`src/rtl/double_ended_queue_with_search_unit_assert.svh`:
```
// assertion macros shared by the deque modules
`ifndef DOUBLE_ENDED_QUEUE_WITH_SEARCH_UNIT_ASSERT_SVH
`define DOUBLE_ENDED_QUEUE_WITH_SEARCH_UNIT_ASSERT_SVH

// same-cycle implication, disabled during reset
`define DEQS_ASSERT_NOW(label, clk, rst, ante, cons) \
  label: assert property (@(posedge clk) disable iff (rst) (ante) |-> (cons)) \
    else $error("deque assertion failed");

// next-cycle implication, disabled during reset
`define DEQS_ASSERT_NEXT(label, clk, rst, ante, cons) \
  label: assert property (@(posedge clk) disable iff (rst) (ante) |=> (cons)) \
    else $error("deque assertion failed");

`endif

```
`src/rtl/deqs_pkg.sv`:
```
package deqs_pkg;

  // operation codes
  localparam logic [2:0] FN_PUSH_FRONT = 3'd0;
  localparam logic [2:0] FN_PUSH_BACK  = 3'd1;
  localparam logic [2:0] FN_POP_FRONT  = 3'd2;
  localparam logic [2:0] FN_POP_BACK   = 3'd3;
  localparam logic [2:0] FN_CONTAINS   = 3'd4;

  // result status codes
  localparam logic [1:0] ST_OK         = 2'd0;
  localparam logic [1:0] ST_POP_EMPTY  = 2'd1;
  localparam logic [1:0] ST_PUSH_FULL  = 2'd2;

  // controller to datapath commands
  typedef struct packed {
    logic       load;
    logic       exec;
    logic       push_front;
    logic       push_back;
    logic       pop_front;
    logic       pop_back;
    logic       search_start;
    logic       search_step;
    logic       report;
    logic [1:0] status_code;
  } deqs_cmd_t;

  // datapath to controller status
  typedef struct packed {
    logic [2:0] func;
    logic       empty;
    logic       full;
    logic       hit;
    logic       last;
  } deqs_stat_t;

endpackage

```
`src/rtl/deqs_ram.sv`:
```
module deqs_ram #(
  parameter int WIDTH = 16,
  parameter int DEPTH = 256
) (
  input  logic                     clk,
  input  logic                     we,
  input  logic [$clog2(DEPTH)-1:0] waddr,
  input  logic [WIDTH-1:0]         wdata,
  input  logic                     re,
  input  logic [$clog2(DEPTH)-1:0] raddr,
  output logic [WIDTH-1:0]         rdata
);

  logic [WIDTH-1:0] mem [DEPTH];

  // one write port, one registered read port
  always_ff @(posedge clk) begin
    if (we) begin
      mem[waddr] <= wdata;
    end
    if (re) begin
      rdata <= mem[raddr];
    end
  end

endmodule

```
`src/rtl/deqs_dp.sv`:
```
`include "double_ended_queue_with_search_unit_assert.svh"

module deqs_dp import deqs_pkg::*; #(
  parameter int CAPACITY   = 256,
  parameter int COORD_BITS = 8
) (
  input  logic       clk,
  input  logic       rst,
  input  deqs_cmd_t  cmd,
  output deqs_stat_t stat,
  input  logic [2:0] func,
  input  logic [7:0] item_x,
  input  logic [7:0] item_y,
  output logic [7:0] out_x,
  output logic [7:0] out_y,
  output logic       found,
  output logic       is_empty,
  output logic [8:0] entry_count,
  output logic [1:0] status
);

  localparam int IDX_W = $clog2(CAPACITY);
  localparam int CNT_W = $clog2(CAPACITY + 1);
  localparam int CW    = COORD_BITS;
  localparam int DW    = 2 * COORD_BITS;
  localparam logic [IDX_W-1:0] CAP_LAST = IDX_W'(CAPACITY - 1);
  localparam logic [CNT_W:0]   CAP_EXT  = (CNT_W + 1)'(CAPACITY);
  localparam logic [CNT_W-1:0] CAP_CNT  = CNT_W'(CAPACITY);

  logic [IDX_W-1:0] front;
  logic [CNT_W-1:0] count;
  logic [2:0]       req_func;
  logic [DW-1:0]    key;
  logic [IDX_W-1:0] scan_slot;
  logic [CNT_W-1:0] scan_left;
  logic [1:0]       res_status;
  logic             res_found;
  logic             res_pop;

  logic [31:0]      x_ext;
  logic [31:0]      y_ext;
  logic [31:0]      px_ext;
  logic [31:0]      py_ext;
  logic [31:0]      cnt_ext;
  logic [CNT_W-1:0] ring_off;
  logic [CNT_W:0]   ring_sum;
  logic [CNT_W:0]   ring_wrap;
  logic [IDX_W-1:0] ring_slot;
  logic [IDX_W-1:0] front_dec;
  logic [IDX_W-1:0] front_inc;
  logic [IDX_W-1:0] scan_inc;

  logic             ram_we;
  logic [IDX_W-1:0] ram_waddr;
  logic             ram_re;
  logic [IDX_W-1:0] ram_raddr;
  logic [DW-1:0]    ram_rdata;

  // coordinates trimmed or extended to the stored width
  assign x_ext = 32'(item_x);
  assign y_ext = 32'(item_y);

  // ring slot at front plus offset, offset below capacity
  assign ring_off  = cmd.pop_back ? count - 1'b1 : count;
  assign ring_sum  = (CNT_W + 1)'(front) + (CNT_W + 1)'(ring_off);
  assign ring_wrap = (ring_sum >= CAP_EXT) ? ring_sum - CAP_EXT : ring_sum;
  assign ring_slot = ring_wrap[IDX_W-1:0];

  assign front_dec = (front == '0) ? CAP_LAST : front - 1'b1;
  assign front_inc = (front == CAP_LAST) ? '0 : front + 1'b1;
  assign scan_inc  = (scan_slot == CAP_LAST) ? '0 : scan_slot + 1'b1;

  // memory port steering
  assign ram_we    = cmd.push_front | cmd.push_back;
  assign ram_waddr = cmd.push_front ? front_dec : ring_slot;
  assign ram_re    = cmd.pop_front | cmd.pop_back | cmd.search_start | cmd.search_step;
  always_comb begin
    if (cmd.pop_back) begin
      ram_raddr = ring_slot;
    end else if (cmd.search_step) begin
      ram_raddr = scan_slot;
    end else begin
      ram_raddr = front;
    end
  end

  deqs_ram #(
    .WIDTH (DW),
    .DEPTH (CAPACITY)
  ) u_ram (
    .clk   (clk),
    .we    (ram_we),
    .waddr (ram_waddr),
    .wdata (key),
    .re    (ram_re),
    .raddr (ram_raddr),
    .rdata (ram_rdata)
  );

  // status back to the controller
  assign stat.func  = req_func;
  assign stat.empty = (count == '0);
  assign stat.full  = (count == CAP_CNT);
  assign stat.hit   = (ram_rdata == key);
  assign stat.last  = (scan_left == CNT_W'(1));

  // ring pointers
  always_ff @(posedge clk) begin
    if (rst) begin
      front <= '0;
      count <= '0;
    end else begin
      if (cmd.push_front) begin
        front <= front_dec;
        count <= count + 1'b1;
      end else if (cmd.push_back) begin
        count <= count + 1'b1;
      end else if (cmd.pop_front) begin
        front <= front_inc;
        count <= count - 1'b1;
      end else if (cmd.pop_back) begin
        count <= count - 1'b1;
      end
    end
  end

  // request, scan and result bookkeeping
  always_ff @(posedge clk) begin
    if (cmd.load) begin
      req_func  <= func;
      key       <= {y_ext[CW-1:0], x_ext[CW-1:0]};
      res_found <= 1'b0;
    end
    if (cmd.exec) begin
      res_status <= cmd.status_code;
      res_pop    <= cmd.pop_front | cmd.pop_back;
    end
    if (cmd.search_start) begin
      scan_slot <= front_inc;
      scan_left <= count;
    end else if (cmd.search_step) begin
      scan_slot <= scan_inc;
      scan_left <= scan_left - 1'b1;
      res_found <= stat.hit;
    end
  end

  // result registers
  assign px_ext  = 32'(ram_rdata[CW-1:0]);
  assign py_ext  = 32'(ram_rdata[DW-1:CW]);
  assign cnt_ext = 32'(count);

  always_ff @(posedge clk) begin
    if (cmd.report) begin
      out_x       <= res_pop ? px_ext[7:0] : 8'd0;
      out_y       <= res_pop ? py_ext[7:0] : 8'd0;
      found       <= res_found;
      is_empty    <= (count == '0);
      entry_count <= cnt_ext[8:0];
      status      <= res_status;
    end
  end

  `DEQS_ASSERT_NOW(a_count_bound, clk, rst, 1'b1, count <= CAP_CNT)
  `DEQS_ASSERT_NOW(a_push_room, clk, rst, cmd.push_front || cmd.push_back, count < CAP_CNT)
  `DEQS_ASSERT_NEXT(a_pop_count, clk, rst, cmd.pop_front || cmd.pop_back,
                    count == $past(count) - 1'b1)

endmodule

```
`src/rtl/deqs_ctrl.sv`:
```
`include "double_ended_queue_with_search_unit_assert.svh"

module deqs_ctrl import deqs_pkg::*; (
  input  logic       clk,
  input  logic       rst,
  input  logic       start,
  output logic       busy,
  output logic       done,
  output deqs_cmd_t  cmd,
  input  deqs_stat_t stat
);

  typedef enum logic [1:0] {
    S_IDLE,
    S_EXEC,
    S_SEARCH,
    S_REPORT
  } state_t;

  state_t state;
  state_t state_next;

  assign busy = (state != S_IDLE);

  // command decode and next state
  always_comb begin
    cmd        = '0;
    state_next = state;
    case (state)
      S_IDLE: begin
        cmd.load = start;
        if (start) begin
          state_next = S_EXEC;
        end
      end
      S_EXEC: begin
        cmd.exec   = 1'b1;
        state_next = S_REPORT;
        case (stat.func)
          FN_PUSH_FRONT: begin
            if (stat.full) cmd.status_code = ST_PUSH_FULL;
            else           cmd.push_front  = 1'b1;
          end
          FN_PUSH_BACK: begin
            if (stat.full) cmd.status_code = ST_PUSH_FULL;
            else           cmd.push_back   = 1'b1;
          end
          FN_POP_FRONT: begin
            if (stat.empty) cmd.status_code = ST_POP_EMPTY;
            else            cmd.pop_front   = 1'b1;
          end
          FN_POP_BACK: begin
            if (stat.empty) cmd.status_code = ST_POP_EMPTY;
            else            cmd.pop_back    = 1'b1;
          end
          FN_CONTAINS: begin
            if (!stat.empty) begin
              cmd.search_start = 1'b1;
              state_next       = S_SEARCH;
            end
          end
          default: begin
            cmd.status_code = ST_OK;
          end
        endcase
      end
      S_SEARCH: begin
        cmd.search_step = 1'b1;
        if (stat.hit || stat.last) begin
          state_next = S_REPORT;
        end
      end
      S_REPORT: begin
        cmd.report = 1'b1;
        state_next = S_IDLE;
      end
      default: begin
        state_next = S_IDLE;
      end
    endcase
  end

  // state and result strobe
  always_ff @(posedge clk) begin
    if (rst) begin
      state <= S_IDLE;
      done  <= 1'b0;
    end else begin
      state <= state_next;
      done  <= (state == S_REPORT);
    end
  end

  `DEQS_ASSERT_NEXT(a_report_strobe, clk, rst, state == S_REPORT, done && !busy)
  `DEQS_ASSERT_NEXT(a_search_exit, clk, rst, state == S_SEARCH && (stat.hit || stat.last),
                    state == S_REPORT)
  `DEQS_ASSERT_NEXT(a_single_strobe, clk, rst, done, !done)

endmodule

```
`src/rtl/double_ended_queue_with_search_unit.sv`:
```
// push and pop: start is loaded in S_IDLE, run in S_EXEC, then S_REPORT; the result strobe is registered after S_REPORT
// contains: if not empty, S_SEARCH follows S_EXEC, comparing n entries (at most CAPACITY), one per memory read
// throughput: a new start is taken in the cycle the previous result strobes
// the single read port of the entry memory sets the search rate
// reset: synchronous; queue becomes empty, memory contents are not cleared
module double_ended_queue_with_search_unit import deqs_pkg::*; #(
  parameter int CAPACITY   = 256,
  parameter int COORD_BITS = 8
) (
  input  logic       clk,
  input  logic       rst,
  input  logic       start,
  output logic       busy,
  input  logic [2:0] func,
  input  logic [7:0] item_x,
  input  logic [7:0] item_y,
  output logic       done,
  output logic [7:0] out_x,
  output logic [7:0] out_y,
  output logic       found,
  output logic       is_empty,
  output logic [8:0] entry_count,
  output logic [1:0] status
);

  deqs_cmd_t  cmd;
  deqs_stat_t stat;

  // sequencing
  deqs_ctrl u_ctrl (
    .clk   (clk),
    .rst   (rst),
    .start (start),
    .busy  (busy),
    .done  (done),
    .cmd   (cmd),
    .stat  (stat)
  );

  // ring storage and result registers
  deqs_dp #(
    .CAPACITY   (CAPACITY),
    .COORD_BITS (COORD_BITS)
  ) u_dp (
    .clk         (clk),
    .rst         (rst),
    .cmd         (cmd),
    .stat        (stat),
    .func        (func),
    .item_x      (item_x),
    .item_y      (item_y),
    .out_x       (out_x),
    .out_y       (out_y),
    .found       (found),
    .is_empty    (is_empty),
    .entry_count (entry_count),
    .status      (status)
  );

endmodule
```
`config.mk`:
```
export PLATFORM = sky130hd
export DESIGN_NAME = double_ended_queue_with_search_unit
export DESIGN_NICKNAME = d
export VERILOG_FILES = /design/src/rtl/deqs_pkg.sv /design/src/rtl/deqs_ram.sv /design/src/rtl/deqs_dp.sv /design/src/rtl/deqs_ctrl.sv /design/src/rtl/double_ended_queue_with_search_unit.sv
export VERILOG_INCLUDE_DIRS = /design/src /design/src/rtl
export SDC_FILE = /design/constraint.sdc
export NUM_CORES = 2
export LEC_CHECK = 0
export BUFFER_PORTS_ARGS = -buffer_cell sky130_fd_sc_hd__buf_4
export CAP_MARGIN = 20
export CORE_MARGIN = 2
export CORE_UTILIZATION = 55
export CTS_CLUSTER_SIZE = 20
export DETAILED_ROUTE_END_ITERATION = 10
export PLACE_DENSITY = 0.75
export SKIP_LAST_GASP = 1
export SYNTH_ARGS = -nofsm -noshare
export SYNTH_HDL_FRONTEND = slang
export SYNTH_HIERARCHICAL = 1
export SYNTH_SLANG_ARGS = --single-unit
export TNS_END_PERCENT = 50
```
`constraint.sdc`:
```
create_clock -name clk -period 5.01 [get_ports clk]
set_input_delay 0.501 -clock clk [delete_from_list [all_inputs] [get_ports clk]]
set_output_delay 0.501 -clock clk [all_outputs]
set_load 0.01 [all_outputs]
```
=== Word level (Yosys, flattened, before mapping) ===
Memories as Yosys holds them, arrays and structs flattened. A register that Yosys moved wholly into a read port is not among the register bits.
Index checks and enable logic that the tools add are counted.

* Memories kept: 1
* Output and inout bits: 31
* Word-level logic and storage cells: 100
* Bits in writable memories: 4096
* Register bits: 89
* Bits of input ports: 22

{| class="wikitable"
|+ Memory list
! name !! words !! width !! read ports !! clocked after Yosys merged registers in !! write ports !! RTL line !! source
|-
| u_dp.u_ram.mem || 256 || 16 || 1 || 1 || 1 || deqs_ram.sv:14 || <nowiki>logic [WIDTH-1:0] mem [DEPTH];</nowiki>
|}

* $add $sub $neg: 8
* Mux-type cells: 42
* Reduce and logical (&&, ||, !) cells: 12
* Magnitude comparators: 1
* Equal/unequal tests: 15
* Bitwise operators: 4

{| class="wikitable"
|+ Operators by type and width
! kind !! count
|-
| $mux 8 || 12
|-
| $mux 9 || 6
|-
| $mux 1 || 18
|-
| $sub 9x1->9 const B || 2
|-
| $add 8x1->8 const B || 2
|-
| $eq 16x16->1 || 1
|-
| $eq 8x8->1 const B || 2
|-
| $sub 8x1->8 const B || 2
|-
| $add 8x9->10 || 1
|-
| $ge 10x9->1 const B || 1
|-
| $add 9x1->9 const B || 1
|-
| $eq 9x1->1 const B || 1
|-
| $eq 9x9->1 const B || 1
|-
| $logic_not 9->1 || 1
|-
| $logic_not 8->1 || 1
|-
| $pmux 2 s4 || 1
|-
| $eq 3x2->1 const B || 2
|-
| $mux 2 || 3
|-
| $mux 6 || 1
|-
| $reduce_bool 2->1 || 3
|-
| $eq 2x2->1 const B || 2
|-
| $ne 2x1->1 const B || 2
|-
| $or 1x1->1 || 4
|-
| $pmux 2 s2 || 1
|-
| 9 further kinds || 11
|}

=== Depth between registers and ports, before layout ===
* Depth after elaboration: 9
* Depth in mapped cells: 26
* Gate-level depth less buffers: 21

=== Hierarchy ===
Netlist, hierarchy kept.

{| class="wikitable"
|+ Modules (own cells, without submodules)
! module !! cells an instance !! seq. area each (µm²) !! times used !! area each (µm²)
|-
| deqs_ram || 7360 || 123478.4 || 1 || 158874.9
|-
| deqs_dp || 450 || 2402.3 || 1 || 4764.6
|-
| deqs_ctrl || 35 || 60.1 || 1 || 301.5
|}

=== Worst setup path after synthesis ===
No wires, ideal clock.

* Kind: reg2reg
* Start point: reg u_dp.count[0]
* End point: mem u_dp.u_ram.mem[186][0], enable pin
* Arrival: 5023 ps
* Setup time: 388 ps
* Required time: 4622 ps
* Cell stages (with the launch flop): 19
* Buffers on the path: 1
* Slack: -402 ps
* Period minus slack after synthesis: 5412 ps
* Cells stage by stage: dfxtp_1 inv_1 ha_1 nand2_1 nor2_1 or3b_1 nor2_1 or3b_2 nor4_1 xor2_1 ha_1 o21a_1 o21ai_0 xnor2_1 o21ai_0 nor2b_1 nand3_1 clkbuf_1 nor2_1

{| class="wikitable"
|+ RTL lines
! what !! RTL line !! source
|-
| start: declaration || deqs_dp.sv:31 || <nowiki>logic [CNT_W-1:0] count;</nowiki>
|-
| start signal: assignment || deqs_dp.sv:115 || <nowiki>count <= count + 1'b1;</nowiki>
|-
| start signal: assignment || deqs_dp.sv:117 || <nowiki>count <= count + 1'b1;</nowiki>
|-
| start signal: assignment || deqs_dp.sv:120 || <nowiki>count <= count - 1'b1;</nowiki>
|-
| end: declaration || deqs_ram.sv:14 ||
|}

==> results.tsv <==
metric	value	unit
cell accounting for the most synthesized area	edfxtp_1	
Die X	550.0	µm
WP data required	5.77	ns
Ys Warns	6	
max-cap check violation count	0	
Initial Util	0.5524	
Area contributors post-synth	edfxtp_1, mux4_2, mux2i_1	
vias in the first global route	88130	
hold_ws	0.1735	ns
drt wl/cell	36.20	µm
Clock Root Buffer	clkbuf_16	
pin count of the biggest net entering global routing	188	
fillers	18180	
Tot GR Track Use	0.3128	
H-Tree Depth	5	
average via count per standard cell	6.794	
IO Port Bufs	52	
worst setup path class	reg -> reg	
Synth Instances	7845	
post-synth cell types	81	
Max Clk Rate	166.9	MHz
power consumption	97.96	mW
syn_nets	7890	
Crit path largest cell delay	0.76	ns
VDD IR max	0.0003506	V
Final Slew Violations	0	
Pwr per Cell Area	497.9	mW/mm²
HPWL Detailed	280400	µm
later-pin clock latency in the skew report	1.03	ns
largest fanout on the critical path	8	
GP Congestion	0.9710	
worst slack at placement	-1.659	ns
number of flops mapped to enable cells by yosys	4180	
register bit total from synthesis	4201	
post-route setup slack	-0.9826	ns
grt ovf	0	
# setup viols final	16	
LEAKAGE	60.82	nW
initial antenna violation count	25	
placed cell count	12310	
Core ar.	0.2968	mm²
most frequent cells in the layout	edfxtp_1, mux4_2, buf_4	
outcome	finished with violations	
CTS tree	built	
DRC Markers	0	
Die ar.	0.3025	mm²
top cell type's share of synthesized area	0.7656	
CP endpoint kind	flip-flop	
measured slew at the worst slew-check pin	1.150	ns
fin nets	9016	
ys flop type	edfxtp_1	
Hold Path Class	in -> reg	
first-pass detailed-route iteration total	6	
Placed Instance Area	0.1783	mm²
Cell Area, Synth	0.1639	mm²
nature of the critical path startpoint	flip-flop	
slowest stage cell, crit path	nand4_1	
number of top-level pins	53	
WP data arrival	6.75	ns
clk sink count	4201	
min cycle time layout	5.993	ns
slew margin rel.	0.2331	
clock tree buffer depth	4	
ANT nets after route	0	
initial DRC count	14500	
Final Instance Count excl. Fillers	13260	
clk slew on worst S/H paths	0.06	ns
Final Util	0.6630	
Tcrit/Tclk final	1.196	
Inserted Clock Buffers	412	
failing checks	negative setup slack	
fraction of final layout cells sized beyond drive strength 1	0.3259	
RSZ-0062 raised after global routing	true	
Final TNS setup	-9.676	ns
Seq/Total Area, Yosys	0.7682	
first-pass GRT wire length	667100	µm
Worst Skew	0.1138	ns
Fin. Hold Viols	0	
Async SR Flop Fraction	0	
commonest non-fill, non-tap cell in the layout	edfxtp_1	
Design Area, Final	0.1968	mm²
final WL	480100	µm
Die Y-Extent	550.0	µm
Avg Cell Area, Syn	20.90	µm²
row cnt	200	
Area Growth Syn to Fin	20.02	%
via count	90110	
==> cell type report <==
cell class                      instances  area [µm²]  share of cell area
Inverter                               22       97.59           0.0004960
Timing Repair inverter                  1       8.758          0.00004451
Timing Repair Buffer                 1185       14620             0.07430
Multi-Input combinational cell       3148       37630              0.1912
Clock inverter                        264        2821             0.01434
Clock buffer                          499       10700             0.05438
Sequential cell                      4201      125900              0.6401
Antenna cell                            5       12.51          0.00006359
Tap cell                             3939        4928             0.02505
==> logic make-up after synthesis <==
kind of cell | synth area share
flip-flops | 0.7682
AO/OA/AOI/OAI | 0.03795
multiplexers | 0.1507
XOR/XNOR | 0.003152
AND/OR/NAND/NOR | 0.02069
adder cells (fa/ha/maj) | 0.001801
buffers and inverters | 0.01748
==> routing by layer <==
layer,GRT usage,vias to the layer above,wire (µm)
li1,-,35370,-
met3,0.07631,1214,64540
met4,0.1402,24,26120
met1,0.4268,46560,165500
met2,0.4837,6942,223800
met5,0,-,160
==> cells in the mapped netlist (21+ instances only) <==
| cell | n |
|---|---|
| buf_1 | 29 |
| buf_4 | 27 |
| buf_6 | 79 |
| xor2_1 | 21 |
| nor2_1 | 348 |
| edfxtp_1 | 4180 |
| buf_2 | 81 |
| clkbuf_1 | 243 |
| o22ai_1 | 152 |
| xnor2_1 | 38 |
| a22oi_1 | 44 |
| nand2_1 | 75 |
| nand4_1 | 34 |
| dfxtp_1 | 21 |
| nand3_1 | 41 |
| mux2i_1 | 574 |
| mux2_2 | 90 |
| ha_1 | 22 |
| o21ai_0 | 69 |
| a221oi_1 | 30 |
| o221ai_1 | 252 |
| nor4_1 | 24 |
| a21oi_1 | 189 |
| mux4_2 | 797 |
| a22o_1 | 32 |
| nor3_1 | 107 |
| a211oi_1 | 26 |
==> worst paths after layout <==
path	from	endpoint	slack [ns]	cells after the start
hold / removal	start	u_ctrl/state[1]	0.17	4
hold reg to reg	u_dp/res_status[0]	u_dp/status[0]	0.43	0
setup / recovery	u_dp/count[0]	u_dp/u_ram/rdata[7]	-0.98	25
setup reg to reg	u_dp/count[0]	u_dp/u_ram/rdata[7]	-0.98	25
==> sequential cells by signal, indices dropped and copies added (netlist names), 2 cells and up, named ones only <==
register,cells
u_dp/u_ram/mem,4096
u_dp/key,16
u_dp/u_ram/rdata,16
u_dp/entry_count,9
u_dp/scan_left,9
u_dp/count,8
u_dp/front,8
u_dp/out_x,8
u_dp/out_y,8
u_dp/scan_slot,8
u_dp/req_func,3
u_ctrl/state,2
u_dp/res_status,2
u_dp/status,2
==> worst max-delay path: cells and delay by family, from the launching register on <==
family          cells  cell delay (ns)
compound gates      2             0.71
xor+xnor            1             0.19
fa+ha+maj           2             0.45
buf+inv             7             0.95
flops               1             0.33
simple gates       13             3.14
==> report_power, final <==
| part | switching (mW) | total (mW) | internal [mW] |
|---|---|---|---|
| combinational | 15.2 | 25.7 | 10.5 |
| clock | 13.5 | 31.1 | 17.5 |
| sequential | 0.379 | 41.2 | 40.8 |
| total | 29.1 | 98.0 | 68.9 |
==> repair_timing <==
action | 4_1_cts | 5_1_grt
endpoints found under the hold margin | 39 | 0
pin swaps | 114 | 53
cloned | 22 | 8
endpoints found under the setup margin | 3991 | 3478
buffers inserted | 104 | 34
resized for setup | 334 | 126
hold buffers | 20 | 0
(Power assumes the default switching activity.)
